`config.mk`:
```
export PLATFORM = sky130hd
export DESIGN_NAME = desktop_bus_packet_receiver_top
export DESIGN_NICKNAME = d
export VERILOG_FILES = /design/src/rtl/dbpr_pkg.sv /design/src/rtl/dbpr_deframer.sv /design/src/rtl/dbpr_out_reg.sv /design/src/rtl/desktop_bus_packet_receiver_top.sv
export SDC_FILE = /design/constraint.sdc
export NUM_CORES = 1
export LEC_CHECK = 0
export BUFFER_PORTS_ARGS = -buffer_cell sky130_fd_sc_hd__buf_4
export CAP_MARGIN = 40
export CORE_ASPECT_RATIO = 1.1
export CORE_MARGIN = 4
export CORE_UTILIZATION = 25
export DETAILED_ROUTE_END_ITERATION = 8
export PLACE_DENSITY_LB_ADDON = 0.15
export SYNTH_ARGS = -nofsm -noshare
export SYNTH_HDL_FRONTEND = slang
export SYNTH_SLANG_ARGS = --single-unit
```
`constraint.sdc`:
```
create_clock -name i_clk -period 4.8 [get_ports i_clk]
set_input_delay 0.24 -clock i_clk [delete_from_list [all_inputs] [get_ports i_clk]]
set_output_delay 0.24 -clock i_clk [all_outputs]
set_load 0.01 [all_outputs]
```
`src/rtl/dbpr_pkg.sv`:
```
// ============================================================================
// dbpr_pkg: shared types and constants of the desktop bus packet receiver
// Holds the request and result payload structs, the receive phase codes,
// the escape constants and the escape mapping function.
// ============================================================================
package dbpr_pkg;

    // Width of the idle tick counter, the timeout register and the bad count.
    localparam int unsigned CNT_W = 16;

    localparam logic [7:0] ESC_BYTE = 8'hF8;
    localparam logic [7:0] ESC_LO   = 8'hE8;
    localparam logic [7:0] ESC_HI   = 8'hEB;
    localparam logic [7:0] ESC_OFS  = 8'h10;

    localparam logic [CNT_W-1:0] TIMEOUT_RESET = 16'h7FFF;

    localparam logic FUNC_BYTE = 1'b0;
    localparam logic FUNC_IDLE = 1'b1;

    localparam logic KIND_BODY  = 1'b0;
    localparam logic KIND_ABORT = 1'b1;

    typedef enum logic [2:0] {
        PH_SRC  = 3'b001,
        PH_CODE = 3'b010,
        PH_BODY = 3'b100
    } t_phase;

    typedef struct packed {
        logic       func;
        logic [7:0] rx_byte;
    } t_in_req;

    typedef struct packed {
        logic             kind;
        logic [7:0]       body_byte;
        logic [6:0]       byte_index;
        logic [7:0]       source_address;
        logic             last;
        logic [CNT_W-1:0] bad_packets;
    } t_out_req;

    // The byte after an escape maps E8..EB up to F8..FB; others pass through.
    function automatic logic [7:0] unescape(input logic [7:0] b);
        logic [7:0] r;
        r = b;
        if (b >= ESC_LO && b <= ESC_HI) begin
            r = b + ESC_OFS;
        end
        return r;
    endfunction

endpackage

```
`src/rtl/dbpr_deframer.sv`:
```
// ============================================================================
// dbpr_deframer: packet framing state and per-request decode
// Updates the framing state for one request and forms its result, if any.
// ============================================================================
module dbpr_deframer (
    input  logic                        i_clk,
    input  logic                        i_rst_n,
    input  logic                        i_step,
    input  dbpr_pkg::t_in_req           i_req,
    input  logic [dbpr_pkg::CNT_W-1:0]  i_timeout_limit,
    output logic                        o_res_valid,
    output dbpr_pkg::t_out_req          o_res
);

    dbpr_pkg::t_phase            r_phase,       n_phase;
    logic                        r_escape,      n_escape;
    logic [7:0]                  r_held_source, n_held_source;
    logic [6:0]                  r_body_total,  n_body_total;
    logic [6:0]                  r_body_count,  n_body_count;
    logic [dbpr_pkg::CNT_W-1:0]  r_idle_count,  n_idle_count;
    logic [dbpr_pkg::CNT_W-1:0]  r_bad_count,   n_bad_count;

    logic [dbpr_pkg::CNT_W-1:0]  idle_inc;
    logic                        is_last;

    assign idle_inc = r_idle_count + 1'b1;
    assign is_last  = (r_body_count >= r_body_total);

    always_comb begin
        n_phase       = r_phase;
        n_escape      = r_escape;
        n_held_source = r_held_source;
        n_body_total  = r_body_total;
        n_body_count  = r_body_count;
        n_idle_count  = r_idle_count;
        n_bad_count   = r_bad_count;
        o_res_valid   = 1'b0;
        o_res.kind           = dbpr_pkg::KIND_BODY;
        o_res.body_byte      = i_req.rx_byte;
        o_res.byte_index     = r_body_count;
        o_res.source_address = r_held_source;
        o_res.last           = is_last;
        o_res.bad_packets    = r_bad_count;

        if (i_req.func == dbpr_pkg::FUNC_IDLE) begin
            if (r_phase != dbpr_pkg::PH_SRC) begin
                n_idle_count = idle_inc;
                // A wrapped counter or a reached limit aborts the packet.
                if (idle_inc == '0 || idle_inc >= i_timeout_limit) begin
                    n_bad_count  = r_bad_count + 1'b1;
                    n_phase      = dbpr_pkg::PH_SRC;
                    n_escape     = 1'b0;
                    n_idle_count = '0;
                    n_body_count = '0;
                    o_res_valid  = 1'b1;
                    o_res.kind        = dbpr_pkg::KIND_ABORT;
                    o_res.body_byte   = '0;
                    o_res.byte_index  = '0;
                    o_res.last        = 1'b0;
                    o_res.bad_packets = n_bad_count;
                end
            end
        end else begin
            n_idle_count = '0;
            unique case (r_phase)
                dbpr_pkg::PH_SRC: begin
                    n_held_source = i_req.rx_byte;
                    n_phase       = dbpr_pkg::PH_CODE;
                end
                dbpr_pkg::PH_CODE: begin
                    n_body_total = i_req.rx_byte[6:0];
                    n_body_count = '0;
                    n_escape     = 1'b0;
                    n_phase      = dbpr_pkg::PH_BODY;
                end
                dbpr_pkg::PH_BODY: begin
                    if (!r_escape && i_req.rx_byte == dbpr_pkg::ESC_BYTE) begin
                        n_escape = 1'b1;
                    end else begin
                        if (r_escape) begin
                            o_res.body_byte = dbpr_pkg::unescape(i_req.rx_byte);
                        end
                        n_escape    = 1'b0;
                        o_res_valid = 1'b1;
                        if (is_last) begin
                            n_phase      = dbpr_pkg::PH_SRC;
                            n_body_count = '0;
                        end else begin
                            n_body_count = r_body_count + 1'b1;
                        end
                    end
                end
                default: begin
                    n_phase = dbpr_pkg::PH_SRC;
                end
            endcase
        end
    end

    always_ff @(posedge i_clk) begin
        if (!i_rst_n) begin
            r_phase       <= dbpr_pkg::PH_SRC;
            r_escape      <= 1'b0;
            r_held_source <= '0;
            r_body_total  <= '0;
            r_body_count  <= '0;
            r_idle_count  <= '0;
            r_bad_count   <= '0;
        end else if (i_step) begin
            r_phase       <= n_phase;
            r_escape      <= n_escape;
            r_held_source <= n_held_source;
            r_body_total  <= n_body_total;
            r_body_count  <= n_body_count;
            r_idle_count  <= n_idle_count;
            r_bad_count   <= n_bad_count;
        end
    end

    a_escape_in_body: assert property (@(posedge i_clk) disable iff (!i_rst_n)
        r_escape |-> r_phase == dbpr_pkg::PH_BODY)
        else $error("escape mark set outside the body phase");

    a_abort_resets: assert property (@(posedge i_clk) disable iff (!i_rst_n)
        (i_step && o_res_valid && o_res.kind == dbpr_pkg::KIND_ABORT)
        |=> (r_phase == dbpr_pkg::PH_SRC && !r_escape && r_idle_count == '0))
        else $error("abort did not return to the source address phase");

    a_abort_counts: assert property (@(posedge i_clk) disable iff (!i_rst_n)
        (i_step && o_res_valid && o_res.kind == dbpr_pkg::KIND_ABORT)
        |=> r_bad_count == dbpr_pkg::CNT_W'($past(r_bad_count) + 1'b1))
        else $error("bad packet count did not advance on abort");

    a_last_ends: assert property (@(posedge i_clk) disable iff (!i_rst_n)
        (i_step && o_res_valid && o_res.last) |=> r_phase == dbpr_pkg::PH_SRC)
        else $error("packet did not end after its last body byte");

endmodule

```
`src/rtl/dbpr_out_reg.sv`:
```
// ============================================================================
// dbpr_out_reg: result register of the packet receiver
// Holds one result until the downstream side takes it.
// ============================================================================
module dbpr_out_reg (
    input  logic                i_clk,
    input  logic                i_rst_n,
    input  logic                i_load,
    input  dbpr_pkg::t_out_req  i_data,
    input  logic                i_stall,
    output logic                o_free,
    output logic                o_valid,
    output dbpr_pkg::t_out_req  o_data
);

    logic               r_valid, n_valid;
    dbpr_pkg::t_out_req r_data;

    // The register can take a new result when empty or when emptied this cycle.
    assign o_free  = !r_valid || !i_stall;
    assign n_valid = i_load || (r_valid && i_stall);

    always_ff @(posedge i_clk) begin
        if (!i_rst_n) begin
            r_valid <= 1'b0;
        end else begin
            r_valid <= n_valid;
        end
    end

    always_ff @(posedge i_clk) begin
        if (i_load) begin
            r_data <= i_data;
        end
    end

    assign o_valid = r_valid;
    assign o_data  = r_data;

endmodule

```
`src/rtl/desktop_bus_packet_receiver_top.sv`:
```
// ============================================================================
// desktop_bus_packet_receiver_top: serial bus packet deframer
// Strips framing and escapes from a byte stream and reports timeouts.
// ============================================================================
// Usage:
// Each input request carries either one received byte or one idle tick. The
// first byte of a packet is the source address, the second a code byte whose
// low seven bits give the body length minus one, and the body bytes follow.
// Each decoded body byte leaves as one result request with its index, the
// source address and a last flag. An escape byte is dropped; a byte E8..EB
// after it maps to F8..FB. Idle ticks inside a packet that reach the timeout
// limit abort the packet and produce one abort result with the bad packet
// count. A request passes from the input register through the deframer
// into the result register. Throughput is one request per cycle while the
// output does not stall, set by this single register to register pass.
// Reset (synchronous, active low) returns to waiting for a source address,
// clears all counters and loads the timeout limit with its default of 32767.
// When the receiver stalls, the result stays in the output register, the
// request in the input register waits, and the input side stalls once both
// are occupied. The timeout register is written over its own channel and
// is always ready; it should be written only while the block is idle.
// ============================================================================
module desktop_bus_packet_receiver_top (
    input  logic                        i_clk,
    input  logic                        i_rst_n,
    input  logic                        i_in_valid,
    output logic                        o_in_stall,
    input  dbpr_pkg::t_in_req           i_in_data,
    output logic                        o_out_valid,
    input  logic                        i_out_stall,
    output dbpr_pkg::t_out_req          o_out_data,
    input  logic                        i_cfg_valid,
    output logic                        o_cfg_ready,
    input  logic [dbpr_pkg::CNT_W-1:0]  i_cfg_data
);

    // Input register: holds one request while it waits for the deframer.
    logic               r_in_valid, n_in_valid;
    dbpr_pkg::t_in_req  r_in_data;
    logic               in_accept;

    // Timeout limit register.
    logic [dbpr_pkg::CNT_W-1:0] r_timeout_limit;

    logic               out_free;
    logic               step;
    logic               res_valid;
    dbpr_pkg::t_out_req res;

    // A request in the input register advances whenever the result register
    // has room, whether or not it produces a result.
    assign step       = r_in_valid && out_free;
    assign o_in_stall = r_in_valid && !step;
    assign in_accept  = i_in_valid && !o_in_stall;
    assign n_in_valid = in_accept || (r_in_valid && !step);

    always_ff @(posedge i_clk) begin
        if (!i_rst_n) begin
            r_in_valid <= 1'b0;
        end else begin
            r_in_valid <= n_in_valid;
        end
    end

    always_ff @(posedge i_clk) begin
        if (in_accept) begin
            r_in_data <= i_in_data;
        end
    end

    // The configuration channel never pushes back.
    assign o_cfg_ready = 1'b1;

    always_ff @(posedge i_clk) begin
        if (!i_rst_n) begin
            r_timeout_limit <= dbpr_pkg::TIMEOUT_RESET;
        end else if (i_cfg_valid && o_cfg_ready) begin
            r_timeout_limit <= i_cfg_data;
        end
    end

    dbpr_deframer u_deframer (
        .i_clk           (i_clk),
        .i_rst_n         (i_rst_n),
        .i_step          (step),
        .i_req           (r_in_data),
        .i_timeout_limit (r_timeout_limit),
        .o_res_valid     (res_valid),
        .o_res           (res)
    );

    dbpr_out_reg u_out_reg (
        .i_clk   (i_clk),
        .i_rst_n (i_rst_n),
        .i_load  (step && res_valid),
        .i_data  (res),
        .i_stall (i_out_stall),
        .o_free  (out_free),
        .o_valid (o_out_valid),
        .o_data  (o_out_data)
    );

endmodule
```
==> report_table.html, run 1 <==
<table>
<tr><th>Metric</th><th>Value</th></tr>
<tr><th colspan="2">Power and ir drop</th></tr>
<tr><td>Switch Pwr</td><td>645 µW</td></tr>
<tr><td>Static leakage power</td><td>3.00 nW</td></tr>
<tr><td>Switching Fraction</td><td>25.8%</td></tr>
<tr><td>Proportion of power drawn by combinational gates</td><td>under 10%</td></tr>
<tr><td>Clock Power Share</td><td>50.0%</td></tr>
<tr><td>Power per cell area</td><td>320 nW/µm²</td></tr>
<tr><td>Maximum vdd drop</td><td>0.191 mV</td></tr>
<tr><td>Internal power component</td><td>around 1.9 mW</td></tr>
<tr><td>Sequential fraction of design power</td><td>a little under half</td></tr>
<tr><th colspan="2">Yosys</th></tr>
<tr><td>Sequential cell area fraction in the yosys report</td><td>47.9%</td></tr>
<tr><td>Synthesized area</td><td>6310 µm²</td></tr>
<tr><td>Async set-or-reset flop fraction in the synthesized netlist</td><td>0%</td></tr>
<tr><td>Synth warn</td><td>0</td></tr>
<tr><td>Top-count cell post-synth</td><td>sky130_fd_sc_hd__nand2_1</td></tr>
<tr><td>Leading area contributor after synthesis</td><td>sky130_fd_sc_hd__dfxtp_1</td></tr>
<tr><td>Number of enable-type register cells in the synthesized netlist</td><td>50</td></tr>
<tr><td>Distinct cell type count of the synthesized netlist</td><td>65</td></tr>
<tr><td>Number of synthesized register bits</td><td>approximately 130</td></tr>
<tr><td>Largest cells by area after synthesis</td><td>sky130_fd_sc_hd__dfxtp_1 24%, sky130_fd_sc_hd__edfxtp_1 24%, sky130_fd_sc_hd__ha_1 5.6%, sky130_fd_sc_hd__nand2_1 5.4%, sky130_fd_sc_hd__xnor2_1 3.5%</td></tr>
<tr><td>Area share of the leading cell type in the synthesized netlist</td><td>24.1%</td></tr>
<tr><td>List of most frequent post-synthesis cells</td><td>90 x sky130_fd_sc_hd__nand2_1, 76 x sky130_fd_sc_hd__dfxtp_1, 50 x sky130_fd_sc_hd__edfxtp_1, 34 x sky130_fd_sc_hd__a21oi_1, 33 x sky130_fd_sc_hd__inv_1</td></tr>
<tr><td>Mean area per synthesized cell</td><td>a little under 10 µm²</td></tr>
<tr><td>Synth Flop Type</td><td>sky130_fd_sc_hd__dfxtp_1</td></tr>
<tr><td>Cells after Synth</td><td>about 650</td></tr>
<tr><td>Post-Syn Nets</td><td>just over 700</td></tr>
<tr><th colspan="2">Timing</th></tr>
<tr><td>Total negative slack</td><td>0 ns</td></tr>
<tr><td>Slew of the pin with the lowest slew margin</td><td>roughly 0.87 ns</td></tr>
<tr><td>Endpoints failing setup</td><td>0</td></tr>
<tr><td>Final cycle utilization of the critical path</td><td>82.0%</td></tr>
<tr><td>Worst max-slew margin expressed relative to the limit</td><td>41.5%</td></tr>
<tr><td>Upper clock frequency limit</td><td>254 MHz</td></tr>
<tr><td>RSZ-0062 raised after global routing</td><td>no</td></tr>
<tr><td>Time the worst path needs with I/O delays and setup</td><td>3.94 ns</td></tr>
<tr><td>Final worst clock skew</td><td>0.0162 ns</td></tr>
<tr><td>Number of pins exceeding their max-slew limit in the final report</td><td>0</td></tr>
<tr><td>Total count of hold-check failures in the final report</td><td>0</td></tr>
<tr><th colspan="2">Clock network</th></tr>
<tr><td>Clock insertion delay at the later pin of the skew report</td><td>0.43 ns</td></tr>
<tr><td>Cell at the root of the clock tree</td><td>sky130_fd_sc_hd__clkbuf_16</td></tr>
<tr><td>CTS clock-pin slew for the worst setup and hold paths</td><td>0.07 ns</td></tr>
<tr><td>Number of gates given a new drive strength after cts</td><td>0</td></tr>
<tr><td>Clock tree sinks</td><td>126</td></tr>
<tr><td>Post-CTS setup buffer count</td><td>0</td></tr>
<tr><td>CTS tree</td><td>done</td></tr>
<tr><td>Number of buffers added by the clock tree synthesis step</td><td>17</td></tr>
<tr><td>Number of hold buffers added after CTS</td><td>9</td></tr>
<tr><td>Clock H-tree levels</td><td>4</td></tr>
<tr><td>Maximum count of clock buffers along a single path</td><td>2</td></tr>
<tr><th colspan="2">Finish</th></tr>
<tr><td>Core utilization of the finished layout</td><td>31.8%</td></tr>
<tr><td>Share of final-layout standard cells stronger than drive strength 1</td><td>17.7%</td></tr>
<tr><td>Nets</td><td>785</td></tr>
<tr><td>Count of antenna diodes in the layout</td><td>0</td></tr>
<tr><td>Final Cell Area</td><td>7820 µm²</td></tr>
<tr><td>Final standard cell count with taps included and fillers excluded</td><td>1050</td></tr>
<tr><td>Area added between synthesis and finish</td><td>24.0%</td></tr>
<tr><th colspan="2">Min path</th></tr>
<tr><td>Number of stages on the worst hold path</td><td>3</td></tr>
<tr><td>Worst min-delay path class</td><td>in2reg</td></tr>
<tr><th colspan="2">Critical path</th></tr>
<tr><td>WS Path Type</td><td>reg2reg</td></tr>
<tr><td>Worst r2r path cells</td><td>12</td></tr>
<tr><td>Startpoint class of the critical path</td><td>flop</td></tr>
<tr><td>Worst EP arrival</td><td>between 4 and 5 ns</td></tr>
<tr><td>Highest net fanout along the worst path</td><td>19</td></tr>
<tr><td>Critical path required time</td><td>5.16 ns</td></tr>
<tr><td>Category of the worst setup path capture point</td><td>flop</td></tr>
<tr><td>Setup slack of the most critical reg-to-reg path</td><td>0.86 ns</td></tr>
<tr><th colspan="2">Route</th></tr>
<tr><td>Drt via density</td><td>4.78</td></tr>
<tr><td>Number of nets with antenna violations after routing</td><td>0</td></tr>
<tr><td>Number of DRC markers in iteration 0</td><td>329</td></tr>
<tr><td>DRT Wirelength</td><td>around 16000 µm</td></tr>
<tr><td>Number of detailed-routing iterations run before antenna repair</td><td>5</td></tr>
<tr><td>Remaining DRCs</td><td>0</td></tr>
<tr><td>Total via count after detailed routing</td><td>5015</td></tr>
<tr><td>Routed wire per std cell</td><td>15.3 µm</td></tr>
<tr><th colspan="2">Run status</th></tr>
<tr><td>Run status</td><td>finished, final reports clean</td></tr>
<tr><th colspan="2">Global route</th></tr>
<tr><td>Total global-route track usage</td><td>11.9%</td></tr>
<tr><td>Initial antenna violation count</td><td>0</td></tr>
<tr><td>Remaining Overflow, GRT</td><td>0</td></tr>
<tr><td>Largest net degree at the start of global routing</td><td>45</td></tr>
<tr><td>Number of global-route vias before repair</td><td>4994</td></tr>
<tr><td>First-pass GRT wire length</td><td>roughly 27000 µm</td></tr>
<tr><th colspan="2">Place</th></tr>
<tr><td>Cell count after placement</td><td>1009</td></tr>
<tr><td>Port buffer count</td><td>72</td></tr>
<tr><td>Placed standard-cell area</td><td>7160 µm²</td></tr>
<tr><td>Half-perimeter wire length of the detailed placement result</td><td>11200 µm</td></tr>
<tr><td>Global placer's final weighted congestion</td><td>0.806</td></tr>
<tr><th colspan="2">Run</th></tr>
<tr><td>Count of maximum capacitance violations</td><td>0</td></tr>
<tr><th colspan="2">Floorplanning</th></tr>
<tr><td>Height of the chip</td><td>175 µm</td></tr>
<tr><td>Number of placement rows</td><td>60</td></tr>
<tr><td>Chip Width</td><td>around 160 µm</td></tr>
<tr><td>Number of primary I/O pins</td><td>74</td></tr>
<tr><td>Core region area</td><td>between 20000 and 25000 µm²</td></tr>
<tr><td>Starting Density</td><td>25.6%</td></tr>
<tr><td>Die area</td><td>approximately 28000 µm²</td></tr>
</table>
-- cells by family after synthesis --
kind of cell / share of synthesized area, %
simple gates: 20.0
compound gates: 14.7
fa+ha+maj: 5.55
flops: 47.9
xor+xnor: 4.44
buf+inv: 4.76
other cells: 0.0595
mux: 2.56
-- final cells by class --
type | count | area, µm²
well taps | 310 | 388
flip-flops and latches | 126 | 3020
repair buffers | 92 | 721
clock inverters | 15 | 145
inverters | 35 | 131
fillers | 2567 | 16800
multi-input cells | 455 | 2990
clock buffers | 17 | 425
-- routing by layer --
metal	vias up	part of all wire [%]	track usage, %
met5	-	0	0
met4	0	2.2	4.63
met3	22	4.3	2.71
met2	117	45	19.0
met1	2355	48	15.6
li1	2521	-	-
-- registers in the layout, indices dropped and copies added, names as in the netlist, 7 cells and up --
name / flops
u_deframer.r_bad_count: 16
u_deframer.r_held_source: 8
r_timeout_limit: 16
r_in_data: 9
u_deframer.r_body_total: 7
u_deframer.r_idle_count: 16
u_deframer.r_body_count: 7
u_out_reg.o_data: 41
-- metrics by stage --
stage | hold slack, ns | setup WS (ns) | power, mW
3_5_place_dp | 0.420 | 0.957 | 1.27
3_3_place_gp | 0.418 | 0.897 | 1.27
6_report | 0.0284 | 0.864 | 2.50
5_1_grt | 0.0191 | 0.558 | 2.61
4_1_cts | 0.0114 | 0.914 | 2.54
2_1_floorplan | 0.339 | 0.797 | 1.22
-- power by group through the flow --
stage / registers (mW) / clock network, mW / logic (mW)
3_5_place_dp: 1.16 / 0 / 0.105
4_1_cts: 1.14 / 1.29 / 0.112
3_3_place_gp: 1.16 / 0 / 0.103
5_1_grt: 1.14 / 1.34 / 0.125
6_report: 1.14 / 1.25 / 0.110
2_1_floorplan: 1.16 / 0 / 0.0659
-- worst max-delay path, cell delays in order (launching register included) --
cell,delay (ns)
sky130_fd_sc_hd__dfxtp_1,0.51
sky130_fd_sc_hd__nand4_1,0.38
sky130_fd_sc_hd__nor3_1,0.39
sky130_fd_sc_hd__xor2_1,0.25
sky130_fd_sc_hd__ha_1,0.29
sky130_fd_sc_hd__a21oi_1,0.16
sky130_fd_sc_hd__nor2_1,0.05
sky130_fd_sc_hd__a2111oi_0,0.43
sky130_fd_sc_hd__a31o_2,0.27
sky130_fd_sc_hd__o211ai_1,0.12
sky130_fd_sc_hd__buf_4,0.24
sky130_fd_sc_hd__nor3_2,0.53
sky130_fd_sc_hd__a32o_1,0.25
-- placed cells by master, fill, tap and decap left out, types with 24 or more instances in the layout --
cell / count
sky130_fd_sc_hd__buf_4: 80
sky130_fd_sc_hd__nor2_1: 24
sky130_fd_sc_hd__xnor2_1: 25
sky130_fd_sc_hd__nand3_1: 29
sky130_fd_sc_hd__inv_1: 33
sky130_fd_sc_hd__ha_1: 28
sky130_fd_sc_hd__edfxtp_1: 50
sky130_fd_sc_hd__dfxtp_1: 76
sky130_fd_sc_hd__a21oi_1: 34
sky130_fd_sc_hd__nand2_1: 90
-- worst paths after layout --
path                                                   from                           to
worst min-delay path                          i_cfg_data[5]           r_timeout_limit[5]
worst max-delay path             u_deframer.r_idle_count[2]  u_deframer.r_idle_count[14]
worst min register to register  u_deframer.r_held_source[0]         u_out_reg.o_data[17]
worst max register to register   u_deframer.r_idle_count[2]  u_deframer.r_idle_count[14]
Note: power is estimated with default switching activity, not from simulation.
==> run 2: changes to the inputs <==
- clock period: 4.8 -> 3.8 ns (I/O delays scaled with it)
==> run 2 against run 1 <==
Cell count is 3.1% higher. Sequential cell count did not move. Count of clock-buffer cells in the layout unchanged. First-iteration DRC count is 13% lower. Clock skew is 0.0031 ns lower. Power up 27%. Combinational power rose by 43%. Sequential power up 26%. Die area unchanged. Worst setup slack got worse by 0.58 ns. Wire length rose by 0.49%. Largest power group unchanged.
==> report_table.html, run 2 (synthesis gave the netlist of run 1 again) <==
<table>
<tr><th>Metric</th><th>Value</th></tr>
<tr><th colspan="2">Global route</th></tr>
<tr><td>Initial antenna violation count</td><td>0 (unchanged)</td></tr>
<tr><td>Met1 capacity usage during global routing</td><td>15.2% (-0.49 points)</td></tr>
<tr><td>Fraction of met3 tracks used by global routing</td><td>3.35% (+0.64 points)</td></tr>
<tr><td>Most crowded layer after global routing</td><td>met2</td></tr>
<tr><td>First-pass GRT wire length</td><td>26800 µm (+0.26%)</td></tr>
<tr><td>Total global-route track usage</td><td>11.8% (-0.033 points)</td></tr>
<tr><td>Met2 track demand over resource in global routing</td><td>19.5% (+0.48 points)</td></tr>
<tr><td>Largest net degree at the start of global routing</td><td>45 (unchanged)</td></tr>
<tr><td>Remaining Overflow, GRT</td><td>0 (unchanged)</td></tr>
<tr><td>Number of global-route vias before repair</td><td>5116 (+2.4%)</td></tr>
<tr><th colspan="2">Critical path</th></tr>
<tr><td>Highest-delay cell along the critical path</td><td>sky130_fd_sc_hd__nor4_1</td></tr>
<tr><td>Reg-to-Reg Start</td><td>u_deframer.r_idle_count[2]</td></tr>
<tr><td>Highest net fanout along the worst path</td><td>41 (+22)</td></tr>
<tr><td>Reg-to-reg endpoint</td><td>u_out_reg.o_data[25]</td></tr>
<tr><td>Startpoint class of the critical path</td><td>flop</td></tr>
<tr><td>Setup slack of the most critical reg-to-reg path</td><td>0.29 ns (-0.58 ns)</td></tr>
<tr><td>Worst r2r path cells</td><td>13 (+1)</td></tr>
<tr><td>Critical path required time</td><td>3.95 ns (-1.21 ns)</td></tr>
<tr><td>First element of the critical path</td><td>u_deframer.r_idle_count[2]</td></tr>
<tr><td>Category of the worst setup path capture point</td><td>flop</td></tr>
<tr><td>Worst EP arrival</td><td>3.67 ns (-0.63 ns)</td></tr>
<tr><td>Ordered list of cells on the worst path</td><td>buf_4 &gt; and4_1 &gt; nand3_1 &gt; nor4_1 &gt; xor2_1 &gt; ha_1 &gt; a21o_1 &gt; a21oi_1 &gt; o211ai_1 &gt; nand2_1 &gt; clkinv_1 &gt; o21a_2 &gt; buf_12</td></tr>
<tr><td>WS Path Type</td><td>reg2reg</td></tr>
<tr><td>Longest individual stage delay on the worst path</td><td>0.39 ns (-0.14 ns)</td></tr>
<tr><th colspan="2">Floorplanning</th></tr>
<tr><td>Chip Width</td><td>159 µm (unchanged)</td></tr>
<tr><td>Core region area</td><td>24600 µm² (unchanged)</td></tr>
<tr><td>Height of the chip</td><td>175 µm (unchanged)</td></tr>
<tr><td>Number of primary I/O pins</td><td>74 (unchanged)</td></tr>
<tr><td>Die area</td><td>27800 µm² (unchanged)</td></tr>
<tr><td>Number of placement rows</td><td>60 (unchanged)</td></tr>
<tr><td>Starting Density</td><td>25.6% (unchanged)</td></tr>
<tr><th colspan="2">Power and ir drop</th></tr>
<tr><td>Sequential fraction of design power</td><td>45.1% (-0.5 points)</td></tr>
<tr><td>Power Total</td><td>3.18 mW (+27%)</td></tr>
<tr><td>Static leakage power</td><td>3.16 nW (+5.1%)</td></tr>
<tr><td>Switch Pwr</td><td>824 µW (+28%)</td></tr>
<tr><td>Power per cell area</td><td>392 nW/µm² (+23%)</td></tr>
<tr><td>Switching Fraction</td><td>25.9% (+0.091 points)</td></tr>
<tr><td>Proportion of power drawn by combinational gates</td><td>4.9% (+0.5 points)</td></tr>
<tr><td>Internal power component</td><td>2.36 mW (+27%)</td></tr>
<tr><td>Clock Power Share</td><td>50.0% (about the same)</td></tr>
<tr><td>Maximum vdd drop</td><td>0.285 mV (+50%)</td></tr>
<tr><th colspan="2">Route</th></tr>
<tr><td>Number of nets with antenna violations after routing</td><td>0 (unchanged)</td></tr>
<tr><td>Number of DRC markers in iteration 0</td><td>286 (-13%)</td></tr>
<tr><td>Drt via density</td><td>4.69 (-1.8%)</td></tr>
<tr><td>Total via count after detailed routing</td><td>5082 (+1.3%)</td></tr>
<tr><td>DRT Wirelength</td><td>16100 µm (+0.49%)</td></tr>
<tr><td>Number of detailed-routing iterations run before antenna repair</td><td>5 (unchanged)</td></tr>
<tr><td>Remaining DRCs</td><td>0 (unchanged)</td></tr>
<tr><td>Routed wire per std cell</td><td>14.9 µm (-2.6%)</td></tr>
<tr><th colspan="2">Timing</th></tr>
<tr><td>Number of pins exceeding their max-slew limit in the final report</td><td>0 (unchanged)</td></tr>
<tr><td>Final cycle utilization of the critical path</td><td>92.4% (+10 points)</td></tr>
<tr><td>Final worst clock skew</td><td>0.0130 ns (-0.00314 ns)</td></tr>
<tr><td>Total negative slack</td><td>0 ns (unchanged)</td></tr>
<tr><td>RSZ-0062 raised after global routing</td><td>no</td></tr>
<tr><td>Total count of hold-check failures in the final report</td><td>0 (unchanged)</td></tr>
<tr><td>Time the worst path needs with I/O delays and setup</td><td>3.51 ns (-0.424 ns)</td></tr>
<tr><td>Upper clock frequency limit</td><td>285 MHz (+12%)</td></tr>
<tr><td>Endpoints failing setup</td><td>0 (unchanged)</td></tr>
<tr><td>Slew of the pin with the lowest slew margin</td><td>0.843 ns (-0.0285 ns)</td></tr>
<tr><td>Worst max-slew margin expressed relative to the limit</td><td>43.4% (+1.9 points)</td></tr>
<tr><th colspan="2">Finish</th></tr>
<tr><td>Highest-count cells in the layout ignoring fill and taps</td><td>97 x sky130_fd_sc_hd__buf_4, 90 x sky130_fd_sc_hd__nand2_1, 74 x sky130_fd_sc_hd__dfxtp_1</td></tr>
<tr><td>Final Cell Area</td><td>8120 µm² (+3.9%)</td></tr>
<tr><td>Leading cell type in the layout, fill and taps excluded</td><td>sky130_fd_sc_hd__buf_4</td></tr>
<tr><td>Nets</td><td>818 (+4.2%)</td></tr>
<tr><td>Area added between synthesis and finish</td><td>28.8%</td></tr>
<tr><td>Filler instances</td><td>2530 (-1.4%)</td></tr>
<tr><td>Number of flip-flops under the largest register name</td><td>41 (unchanged)</td></tr>
<tr><td>Final standard cell count with taps included and fillers excluded</td><td>1083 (+3.1%)</td></tr>
<tr><td>Share of final-layout standard cells stronger than drive strength 1</td><td>19.5% (+1.8 points)</td></tr>
<tr><td>Count of antenna diodes in the layout</td><td>0 (unchanged)</td></tr>
<tr><th colspan="2">Clock network</th></tr>
<tr><td>Number of buffers added by the clock tree synthesis step</td><td>17 (unchanged)</td></tr>
<tr><td>Maximum count of clock buffers along a single path</td><td>2 (unchanged)</td></tr>
<tr><td>CTS clock-pin slew for the worst setup and hold paths</td><td>0.06 ns (about the same)</td></tr>
<tr><td>Cell at the root of the clock tree</td><td>sky130_fd_sc_hd__clkbuf_16</td></tr>
<tr><td>CTS tree</td><td>done</td></tr>
<tr><td>Clock insertion delay at the later pin of the skew report</td><td>0.43 ns (about the same)</td></tr>
<tr><td>Clock H-tree levels</td><td>4 (unchanged)</td></tr>
<tr><td>Clock tree sinks</td><td>126 (unchanged)</td></tr>
<tr><th colspan="2">Place</th></tr>
<tr><td>Half-perimeter wire length of the detailed placement result</td><td>11200 µm (-0.32%)</td></tr>
<tr><td>Port buffer count</td><td>72 (unchanged)</td></tr>
<tr><td>Placed standard-cell area</td><td>7280 µm² (+1.7%)</td></tr>
<tr><td>Cell count after placement</td><td>1025 (+1.6%)</td></tr>
<tr><td>Global placer's final weighted congestion</td><td>0.810 (+0.51%)</td></tr>
<tr><th colspan="2">Min path</th></tr>
<tr><td>Launch instance of the worst min-delay path</td><td>i_out_stall</td></tr>
<tr><td>Hold path endpoint</td><td>u_out_reg.o_valid</td></tr>
<tr><td>Number of stages on the worst hold path</td><td>3 (unchanged)</td></tr>
<tr><td>Worst min-delay path class</td><td>in2reg</td></tr>
<tr><th colspan="2">Run</th></tr>
<tr><td>Count of maximum capacitance violations</td><td>0 (unchanged)</td></tr>
<tr><th colspan="2">Run status</th></tr>
<tr><td>Run status</td><td>finished, final reports clean</td></tr>
</table>
## run 2: worst max path at each step
stage / to / slack [ns] / cells after the start
finish: u_out_reg.o_data[25] / 0.29 / 13
global route: u_out_reg.o_data[25] / 0.03 / 13
CTS: u_deframer.r_bad_count[12] / 0.08 / 12
detailed placement: u_deframer.r_bad_count[13] / 0.12 / 12
global placement: u_deframer.r_bad_count[13] / 0.14 / 13
floorplan: u_out_reg.o_data[0] / 0.20 / 12
## run 2: critical path, delay by kind of cell, from the launching register on
family	cells	cell delay, ns
flops	1	0.36
xor+xnor	1	0.27
simple gates	4	0.87
fa+ha+maj	1	0.29
compound gates	4	0.96
buf+inv	3	0.44
## run 2: power by group through the flow
stage	clock network, mW	registers (mW)	logic [mW]
floorplan	0	1.46	0.0832
global placement	0	1.47	0.134
detailed placement	0	1.47	0.137
CTS	1.64	1.44	0.159
global route	1.69	1.44	0.177
finish	1.59	1.44	0.157
## run 2: metal layers
metal  vias to the layer above  part of all wire [%]
met5                         -                     0
met4                         0                   1.7
met3                        19                   4.5
met2                       106                    47
met1                      2370                    47
li1                       2587                     -
## run 2: through the flow
step | utilization [%] | hold WS (ns) | setup WS, ns
2_1_floorplan | - | 0.289 | 0.203
3_3_place_gp | 29.5 | 0.370 | 0.140
3_5_place_dp | 29.6 | 0.369 | 0.119
4_1_cts | 33.0 | 0.124 | 0.0824
5_1_grt | 33.0 | 0.166 | 0.0259
6_report | 33.0 | 0.154 | 0.288
## run 2: timing repair
action / CTS / global route
setup endpoints to repair: 0 / 12
hold buffers: 26 / 0
hold endpoints to repair: 26 / 0
setup buffers: 0 / 0
gates resized for setup: 0 / 4
## run 2: layout make-up
class                      instances  area (µm²)  share of cell area, %
multi-input combinational        455        2990                   36.8
clock buffer                      17         425                   5.24
tap                              310         388                   4.78
sequential                       126        3030                   37.3
timing repair buffer             125        1010                   12.5
clock inverter                    15         148                   1.82
inverter                          35         131                   1.62
